--- src/rtl/core/egm_pkg.sv ---
`default_nettype none

package egm_pkg;

    localparam int MAX_WIDTH    = 2048;
    localparam int COL_W        = 11;
    localparam int ROW_W        = 16;
    localparam int LW_W         = 12;
    localparam int CFG_W        = 16;
    localparam int CFG_IDX_W    = 1;
    localparam int NCHAN        = 3;
    localparam int MAG_W        = 8;
    localparam int RAD_W        = 16;
    localparam int REM_W        = 11;
    localparam int ROOT_STAGES  = 4;
    localparam int ROOT_STEPS   = 2;

    localparam logic [CFG_IDX_W-1:0] REG_LINE_WIDTH   = 1'b0;
    localparam logic [CFG_IDX_W-1:0] REG_FRAME_HEIGHT = 1'b1;

    localparam logic [LW_W-1:0]  LINE_WIDTH_RESET   = 12'd640;
    localparam logic [ROW_W-1:0] FRAME_HEIGHT_RESET = 16'd480;
    localparam logic [MAG_W-1:0] MAG_MAX            = 8'd255;

    typedef struct packed {
        logic [7:0] in_alpha;
        logic [7:0] in_red;
        logic [7:0] in_green;
        logic [7:0] in_blue;
    } pixel_t;

    typedef struct packed {
        logic [7:0]       out_alpha;
        logic [7:0]       out_red;
        logic [7:0]       out_green;
        logic [7:0]       out_blue;
        logic [COL_W-1:0] out_column;
        logic [ROW_W-1:0] out_row;
        logic             frame_done;
    } result_t;

    // sideband that rides along the magnitude pipeline
    typedef struct packed {
        logic [7:0]       alpha;
        logic [COL_W-1:0] col;
        logic [ROW_W-1:0] row;
        logic             done;
    } meta_t;

    // digit recurrence state of one channel's square root
    typedef struct packed {
        logic             sat;
        logic [RAD_W-1:0] val;
        logic [REM_W-1:0] rem;
        logic [MAG_W-1:0] root;
    } root_t;

    function automatic logic [15:0] square8(input logic [7:0] a);
        return 16'(a) * 16'(a);
    endfunction

    // one result bit of floor(sqrt) per call, two radicand bits consumed
    function automatic root_t root_step(input root_t r);
        logic [REM_W-1:0] rem_sh;
        logic [REM_W-1:0] trial;
        root_t            n;
        rem_sh = {r.rem[REM_W-3:0], r.val[RAD_W-1:RAD_W-2]};
        trial  = {1'b0, r.root, 2'b01};
        n      = r;
        n.val  = {r.val[RAD_W-3:0], 2'b00};
        if (rem_sh >= trial)
        begin
            n.rem  = rem_sh - trial;
            n.root = {r.root[MAG_W-2:0], 1'b1};
        end
        else
        begin
            n.rem  = rem_sh;
            n.root = {r.root[MAG_W-2:0], 1'b0};
        end
        return n;
    endfunction

endpackage

`default_nettype wire

--- src/rtl/core/egm_root.sv ---
`default_nettype none

module egm_root import egm_pkg::*; (
    input  logic                         clk,
    input  logic                         rst_n,
    input  logic                         in_valid,
    output logic                         in_ready,
    input  root_t [NCHAN-1:0]            in_root,
    input  meta_t                        in_meta,
    output logic                         out_valid,
    input  logic                         out_ready,
    output logic [NCHAN-1:0][MAG_W-1:0]  out_mag,
    output meta_t                        out_meta
);

    logic             stg_valid_reg [ROOT_STAGES];
    root_t [NCHAN-1:0] stg_root_reg [ROOT_STAGES];
    meta_t            stg_meta_reg  [ROOT_STAGES];
    logic [ROOT_STAGES:0] stg_ready;

    assign stg_ready[ROOT_STAGES] = out_ready;

    for (genvar s = 0; s < ROOT_STAGES; s++)
    begin : g_stage
        logic              vin;
        root_t [NCHAN-1:0] rin;
        root_t [NCHAN-1:0] root_next;
        meta_t             min;

        if (s == 0)
        begin : g_first
            assign vin = in_valid;
            assign rin = in_root;
            assign min = in_meta;
        end
        else
        begin : g_rest
            assign vin = stg_valid_reg[s-1];
            assign rin = stg_root_reg[s-1];
            assign min = stg_meta_reg[s-1];
        end

        assign stg_ready[s] = !stg_valid_reg[s] || stg_ready[s+1];

        always_comb
        begin
            root_t t;
            for (int c = 0; c < NCHAN; c++)
            begin
                t = rin[c];
                for (int j = 0; j < ROOT_STEPS; j++)
                begin
                    t = root_step(t);
                end
                root_next[c] = t;
            end
        end

        always_ff @(posedge clk or negedge rst_n)
        begin
            if (!rst_n)
            begin
                stg_valid_reg[s] <= 1'b0;
            end
            else if (stg_ready[s])
            begin
                stg_valid_reg[s] <= vin;
            end
        end

        always_ff @(posedge clk)
        begin
            if (stg_ready[s])
            begin
                stg_root_reg[s] <= root_next;
                stg_meta_reg[s] <= min;
            end
        end
    end

    assign in_ready  = stg_ready[0];
    assign out_valid = stg_valid_reg[ROOT_STAGES-1];
    assign out_meta  = stg_meta_reg[ROOT_STAGES-1];

    // clamp: a saturated radicand always gives the maximum
    always_comb
    begin
        for (int c = 0; c < NCHAN; c++)
        begin
            out_mag[c] = stg_root_reg[ROOT_STAGES-1][c].sat ? MAG_MAX
                                                          : stg_root_reg[ROOT_STAGES-1][c].root;
        end
    end

endmodule

`default_nettype wire

--- config.mk ---
export PLATFORM = sky130hd
export DESIGN_NAME = egm_root
export DESIGN_NICKNAME = d
export VERILOG_FILES = /design/src/rtl/core/egm_pkg.sv /design/src/rtl/core/egm_root.sv
export SDC_FILE = /design/constraint.sdc
export NUM_CORES = 1
export LEC_CHECK = 0
export BUFFER_PORTS_ARGS = -buffer_cell sky130_fd_sc_hd__buf_4
export CORE_UTILIZATION = 60
export CTS_CLUSTER_DIAMETER = 30
export CTS_CLUSTER_SIZE = 20
export DETAILED_ROUTE_END_ITERATION = 10
export MAX_ROUTING_LAYER = met4
export PLACE_DENSITY = 0.84
export SLEW_MARGIN = 40
export SYNTH_ARGS = -nofsm -noshare
export SYNTH_HDL_FRONTEND = slang
export SYNTH_SLANG_ARGS = --single-unit
--- constraint.sdc ---
create_clock -name clk -period 9.1 [get_ports clk]
set_input_delay 0 -clock clk [delete_from_list [all_inputs] [get_ports clk]]
set_output_delay 0 -clock clk [all_outputs]
set_load 0.01 [all_outputs]
==> results of run 1 <==
## per-layer routing
| metal | up-vias | share of wire, % |
|---|---|---|
| met5 | - | 0 |
| met4 | 0 | 2.7 |
| met3 | 99 | 4.8 |
| met2 | 420 | 49 |
| met1 | 7506 | 43 |
| li1 | 7980 | - |
## cell families (layout without fill, tap and decap cells)
logic type	after synthesis	count (layout)	synth area share [%]
AOI/OAI and AO/OA	458	458	13.3
and+or+nand+nor	453	453	9.65
DFF	409	409	53.3
adders and majority gates	231	231	12.6
buffers and inverters	206	655	3.44
xor gates and xnor gates	156	156	5.94
muxes	38	38	1.80
## repair_timing
item / 4_1_cts / 5_1_grt
hold endpoints to repair: 126 / 0
endpoints found under the setup margin: 0 / 0
resized for setup: 0 / 0
hold buffers: 126 / 0
## final timing paths
kind,end,slack [ns],startpoint,cells past startpoint
worst max-delay path,stg_root_reg[2][14],4.20,stg_root_reg[1][14],15
worst max register to register,stg_root_reg[2][14],4.20,stg_root_reg[1][14],15
max in group asynchronous,out_valid,8.56,rst_n,3
worst min register to register,stg_root_reg[1][55],0.41,stg_root_reg[0][51],0
min in group asynchronous,g_stage[1].vin,0.36,rst_n,3
worst min-delay path,stg_root_reg[0][11],0.01,in_root[34],5
## report_power, final
| part | internal, mW | switching [mW] |
|---|---|---|
| Combinational | 2.39 | 3.02 |
| Clock | 1.70 | 0.954 |
| Sequential | 2.81 | 0.225 |
## metrics by stage
stage	hold slack (ns)	total power, mW	instance area (µm²)	util [%]	setup slack, ns
6_report	0.0121	11.1	28900	76.8	4.20
5_1_grt	0.0200	11.9	28900	76.8	3.92
4_1_cts	0.00521	11.1	28900	76.7	4.04
3_5_place_dp	-0.203	8.27	25200	66.8	4.09
3_3_place_gp	-0.204	8.11	25100	66.7	3.96
2_1_floorplan	-0.296	7.16	23000	-	3.19
## worst reg2reg max path, cell delays in order (launching register included)
cell                       delay (ns)
sky130_fd_sc_hd__edfxtp_1        0.41
sky130_fd_sc_hd__ha_1            0.35
sky130_fd_sc_hd__a21o_1          0.20
sky130_fd_sc_hd__a211o_1         0.33
sky130_fd_sc_hd__a211oi_4        0.60
sky130_fd_sc_hd__o21ai_0         0.32
sky130_fd_sc_hd__ha_1            0.43
sky130_fd_sc_hd__a21o_1          0.22
sky130_fd_sc_hd__a21o_1          0.18
sky130_fd_sc_hd__a21oi_1         0.19
sky130_fd_sc_hd__nor2b_1         0.07
sky130_fd_sc_hd__a31oi_1         0.20
sky130_fd_sc_hd__a21oi_1         0.14
sky130_fd_sc_hd__nor3_4          0.49
sky130_fd_sc_hd__inv_1           0.16
sky130_fd_sc_hd__mux2_1          0.36
## area by class of cell
type | count | share of cell area (%)
clock buffers | 80 | 6.41
clock inverters | 53 | 2.12
inverters | 182 | 2.36
multi-input cells | 1336 | 34.6
flip-flops and latches | 409 | 42.4
well taps | 511 | 2.21
repair buffers | 340 | 9.96
## placed cells by master, fill, tap and decap left out, types with 27 or more instances in the layout
master                          count
sky130_fd_sc_hd__a21o_1            57
sky130_fd_sc_hd__a21oi_1          112
sky130_fd_sc_hd__buf_4            209
sky130_fd_sc_hd__clkbuf_16         73
sky130_fd_sc_hd__dlygate4sd3_1    126
sky130_fd_sc_hd__edfxtp_1         405
sky130_fd_sc_hd__ha_1             231
sky130_fd_sc_hd__inv_1            171
sky130_fd_sc_hd__nand2_1          152
sky130_fd_sc_hd__nand3_1           27
sky130_fd_sc_hd__nor2_1           101
sky130_fd_sc_hd__o21a_1            29
sky130_fd_sc_hd__o21ai_0           67
sky130_fd_sc_hd__o21ai_1           53
sky130_fd_sc_hd__or2_2             27
sky130_fd_sc_hd__xnor2_1           86
sky130_fd_sc_hd__xor2_1            70
==> results.txt, run 1 <==
The run finished with clean final reports. The number of standard cells in the final layout excluding fillers came out at between 2000 and 3000. The most numerous cell type found on the critical path is sky130_fd_sc_hd__a21o_1. The share of async-settable or async-resettable flops after synthesis is less than 1%. The worst pin sits at a relative slew slack of 45.0%. The total power divided by cell area is between 300 and 400 nW/µm². The number of hold violations in the final report came out at 0. The storage element area came out at approximately 12000 µm². The TritonCTS clock tree is done. The area inside the core boundary is between 30000 and 40000 µm². The number of storage elements in the synthesis netlist came out at slightly above 400. The setup violation total in the final timing report came out at 0. The number of antenna diodes came out at 0. The global routing stage identified its most utilized layer as met2.

The wire length per cell after detailed routing came out at 16.8 µm. Setup repair after global routing left no endpoint under its margin. The number of antenna violations at the first check in global routing is 0. The final critical-path share of the clock period came out at between 50% and 60%. The chip width came out at between 150 and 200 µm. In the final design database the tool counted roughly 2700 nets. The met3 track utilization from global routing is 3.83%.

The post-detailed-route DRC marker count came out at 0. The number of buffers and inverters on the critical path is 1. Across every metal layer, demand over resource in global routing totals approximately a quarter.

The root buffer cell chosen for the clock tree is sky130_fd_sc_hd__clkbuf_16. The final critical path time including I/O delays and setup is 4.90 ns. The number of clock buffers added by TritonCTS is 73. The count of vias placed by the detailed router is around 16000. Data on the critical path arrives at its endpoint at 5.21 ns.

The number of H-tree levels is 3. The synthesized area per cell is 11.8 µm². The worst min-delay path class is in -> reg. The post-detailed-route via-to-cell ratio came out at approximately 5.5. The clock tree skew after final layout came out at 0.0259 ns. Derived from the worst setup path, the maximum achievable clock frequency is slightly above 0.2 GHz. Max-cap violations in this run came to 0. The count of buffers added on input and output ports is roughly 200. The number of violations reported at the end of detailed-routing iteration 0 is between 900 and 1000. In this run, distinct cell masters in the synthesized netlist total 74. The via count of the first global-routing pass came out at 16000.

The count of standard-cell rows is 71. The most common cell in the synthesized netlist is sky130_fd_sc_hd__edfxtp_1. The slew at the pin closest to its max-slew limit is slightly above 0.8 ns. The filler cells instantiated in the layout total approximately 2400. The first-pass GRT wire length is a little under 80000 µm.

For this design the static power due to leakage is approximately 13 nW. The total standard cell area after synthesis came out at 23000 µm². Measured along the y axis, the die boundary spans 198 µm. The cell with the biggest individual delay on the critical path is sky130_fd_sc_hd__a211oi_4. By count the netlist is led by sky130_fd_sc_hd__edfxtp_1, sky130_fd_sc_hd__ha_1, sky130_fd_sc_hd__inv_1. Traced cell by cell, the critical path runs through ha_1, a21o_1, a211o_1, a211oi_4, o21ai_0, ha_1, a21o_1, a21o_1, a21oi_1, nor2b_1, a31oi_1, a21oi_1, nor3_4, inv_1, mux2_1. The number of slew-limit violations in the final report came out at 0. The number of synthesized flops with an enable pin came out at roughly 400. The total overflow left after global routing is 0. The warning count from the yosys run is 0.

The critical-path maximum fanout came out at 18. The total detailed-routing wirelength came out at 48900 µm. The number of top-level pins is between 200 and 250.

After detailed placement, the design holds a cell count of 2651. The longest clock path from root to sink contains 3 buffers. The met1 layer usage reported by global route is between 30% and 40%. Routability-driven placement finished with a final weighted congestion of 0.919. The worst setup path is of the reg -> reg kind. The wire-length estimate of the detail-placed layout is between 30000 and 40000 µm.

The critical path data required time came out at 9.41 ns. The synthesized design spends more area on one cell type than any other, namely sky130_fd_sc_hd__edfxtp_1. The share of final-layout standard cells stronger than drive strength 1 is 17.2%. For this configuration, the core starts out at a cell density of between 60% and 70%. VDD sags by at most 0.000189 V. The total number of clock tree sinks came out at 409. The growth of design area from synthesis to finish is 25.8%. After clock tree synthesis, the setup repair step added 0 buffers. The critical path's top delay family is compound AO/OA/AOI/OAI gates. The area of the multi-input gates came out at ~10000 µm². The met2 usage in global routing came out at between 40% and 50%. Ranked by total cell area, the synthesized netlist is headed by sky130_fd_sc_hd__edfxtp_1, sky130_fd_sc_hd__ha_1, sky130_fd_sc_hd__xnor2_1. The worst setup path is launched from a register. The clock-pin slew reported for the worst setup and hold paths after clock tree synthesis came out at ~0.05 ns.

Entering global routing, the biggest net connects 71 pins. The floorplan step defined a die boundary enclosing about 40000 µm². The top cell type by area accounts for between 50% and 60% of the synthesized area. Setup total negative slack on the finished layout was measured at 0 ns. The delay contributed by the slowest stage of the critical path came out at around 0.60 ns. For the worst-skew pair, the clock arrives at the later sink with an insertion delay of 0.59 ns. Sequential cells were found to cover between 50% and 60% of the synthesized design area. The most used flip-flop cell after synthesis is sky130_fd_sc_hd__edfxtp_1.

Counting every net in the synthesized netlist gives around 2300. The gate count after technology mapping is 1951. The residual antenna-violating net count after detailed routing is 0.

The first detailed-routing pass took 7 iterations. STA classifies the critical path endpoint as a register. The flip-flop count of the largest register after layout came out at about 260.
(Power assumes the default switching activity.)
==> run 2: changes to the inputs <==
Clock period 9.1 ns to 4.6 ns, I/O delays scaled along.
==> results.txt, run 2 (synthesized netlist as in run 1, its figures left out) <==
The flow ran to the end, and the final reports show no timing, DRC or antenna violations. The critical path data required time came out at between 4 and 5 ns. The number of cells on the worst reg-to-reg path is 16. The worst register-to-register path begins at stg_root_reg[0][3].

The number of slew-limit violations in the final report is 0. In the routed layout, each cell is associated on average with a via count of roughly 5.6. The count of standard-cell rows came out at between 70 and 80. The buffers plus inverters on the worst setup path is 3. The worst pin sits at a relative slew slack of 46.0%. The number of antenna violations at the first check in global routing came out at 0. The via count of the first global-routing pass is ~17000. The number of H-tree levels came out at 3. The critical path goes through inv_1, ha_1, nand4_1, nor4b_1, a211oi_2, buf_4, o21ai_0, ha_1, a21o_1, a21o_1, a21o_1, a221o_1, a41oi_1, o211a_4, inv_2, mux2_1. The number of violations reported at the end of detailed-routing iteration 0 is roughly 980. In this design, the stage delay of the slowest critical-path cell is 0.38 ns. The final-layout fill cell count is roughly 2500.

The wire length per cell after detailed routing came out at around 17 µm. Leaving out fill and tap cells, the most frequent cell in the layout is sky130_fd_sc_hd__edfxtp_1. The area inside the core boundary is approximately 38000 µm². Among cell families on the critical path, the largest total delay comes from compound AO/OA/AOI/OAI gates.

The final cell area excluding filler cells is approximately 29000 µm². The count of vias placed by the detailed router came out at 16300. In this run the deepest clock path goes through 3 buffers.

The maximum number of pins on one net before global-route repair came out at ~130. The number of placed cells counting well taps is approximately 2700. STA puts the critical path data arrival time at 4.66 ns.

The count of TritonRoute iterations in the first routing pass came out at 5. The worst register-to-register path ends at stg_root_reg[1][14]. The placer's final routability congestion estimate came out at roughly 0.95. The storage element area is approximately 12000 µm². The post-detailed-route DRC marker count came out at 0. The worst-case hold slack came out at 0.0217 ns. At the pin with the least slew margin, the transition time is between 0.8 and 0.9 ns. The first global-routing pass estimated ~80000 µm of wire. At the end of the flow, the number of nets in the layout was 2722. The cell with the biggest individual delay on the critical path is sky130_fd_sc_hd__ha_1. The number of top-level pins is 210. In the finished design, the share of the clock period the worst path needs comes to 95.2%. Setup repair after global routing left no endpoint under its margin. The TritonCTS clock tree is done.

The area of the multi-input gates came out at 10000 µm². The clock period could shrink to around 4.4 ns. The startpoint identified for the worst hold timing path is in_root[34]. For hold timing, the worst endpoint is stg_root_reg[0][11]. The setup violation total in the final timing report came out at 0.

The number of antenna diodes came out at 0. The worst setup path is launched from a register. In this run the vertical extent of the chip is slightly below 200 µm. The clock tree skew after final layout is ~0.020 ns. The number of standard cells in the final layout excluding fillers came out at around 2900.

The CTS buffer count came out at 66. The growth of design area from synthesis to finish is 25.2%. The port buffer count is just over 200. Across the VDD grid, the largest voltage drop is 0.000384 V.

The total detailed-routing wirelength is ~51000 µm. The flip-flop count of the largest register after layout came out at roughly 260. The dominant cell type by count on the critical path is sky130_fd_sc_hd__a21o_1. By startpoint and endpoint, the worst setup path is classified as reg -> reg. The residual antenna-violating net count after detailed routing came out at 0.

The instance count along the most critical hold path came out at 5. The utilization after layout came out at about three quarters. In the layout the commonest cells are sky130_fd_sc_hd__edfxtp_1, sky130_fd_sc_hd__ha_1, sky130_fd_sc_hd__buf_4, sky130_fd_sc_hd__inv_1, sky130_fd_sc_hd__nand2_1. The global-route congestion overflow total came out at 0. The number of hold violations in the final report was 0. The chip width came out at 198 µm. The detailed placement HPWL is 35100 µm. The tree built by TritonCTS fans out to 409 sinks. The post-route netlist has between 10% and 20% of its cells at a drive strength greater than 1. The setup fix buffers added after clock tree synthesis came out at 0. The total power divided by cell area came out at 762 nW/µm². The later pin in the worst-skew pair is clocked with a latency of roughly 0.55 ns.

Timing would allow up to approximately 0.23 GHz. The overall die area is around 40000 µm². The cell count along the critical path came out at 16.

The clock tree root driver cell is sky130_fd_sc_hd__clkbuf_16. Global routing used a little over a quarter of the available tracks across all layers. The reg2reg setup slack is approximately 0.22 ns. The initial standard-cell utilization of the core came out at between 60% and 70%.

The critical-path maximum fanout is 20. Summing all placed instances gives a cell area of ~25000 µm². STA classifies the critical path endpoint as a register.

In this run the worst hold path is classified as in -> reg. The leakage power figure came out at 12.5 nW. The clock-pin slew reported for the worst setup and hold paths after clock tree synthesis is 0.05 ns. The total of max-cap violations is 0.
[run 2: cell types whose count changed in the layout (fill, tap and decap cells not counted), sizes merged, moves of 2 or more]
cell	delta
inv	+2
clkbuf	-6
buf	+13
clkinv	-8
dlygate4sd3	-5
[run 2: power breakdown]
group | internal [mW] | switching (mW) | total [mW]
Clock | 3.13 | 1.80 | 4.93
Combinational | 4.84 | 6.16 | 11.0
Sequential | 5.56 | 0.441 | 6.00
Total | 13.5 | 8.40 | 21.9
[run 2: layer usage]
layer,share of wire [%],track usage (%),vias to the layer above
li1,-,-,7973
met1,42,32.3,7691
met2,50,47.2,503
met3,5.3,4.28,96
met4,2.5,8.53,0
met5,0,-,-
[run 2: how the worst max path moves through the flow]
stage,from,end
after floorplan,out_valid,stg_meta_reg[0][0]
after global placement,stg_root_reg[0][4],stg_root_reg[1][14]
after detailed placement,stg_root_reg[0][3],stg_root_reg[1][14]
after CTS,stg_root_reg[0][3],stg_root_reg[1][14]
after global routing,stg_root_reg[0][3],stg_root_reg[1][14]
final,stg_root_reg[0][3],stg_root_reg[1][14]
[run 2: per-stage QoR]
step / power [mW] / TNS [ns] / setup slack, ns
after floorplan: 14.2 / -151.85 / -1.20
after global placement: 16.3 / 0 / 0.354
after detailed placement: 16.7 / 0 / 0.229
after CTS: 21.8 / 0 / 0.187
after global routing: 23.4 / 0 / 0.0247
final: 21.9 / 0 / 0.223
[run 2: timing repair]
| item | CTS | global route |
|---|---|---|
| hold buffers | 121 | 0 |
| resized for setup | 0 | 4 |
| endpoints found under the setup margin | 0 | 4 |
| endpoints found under the hold margin | 123 | 0 |
[run 2: area by class of cell]
cell class | instances | share of cell area, %
flip-flops and latches | 409 | 42.6
multi-input cells | 1336 | 34.8
repair buffers | 348 | 10.2
clock buffers | 74 | 6.06
inverters | 182 | 2.37
well taps | 511 | 2.22
clock inverters | 45 | 1.77
[run 2: worst min-delay path, stage by stage]
cell and delay [ns]:
sky130_fd_sc_hd__buf_4 0.12, sky130_fd_sc_hd__nor2_1 0.09, sky130_fd_sc_hd__a21oi_1 0.07, sky130_fd_sc_hd__nand2_1 0.06
sky130_fd_sc_hd__o21ai_1 0.05
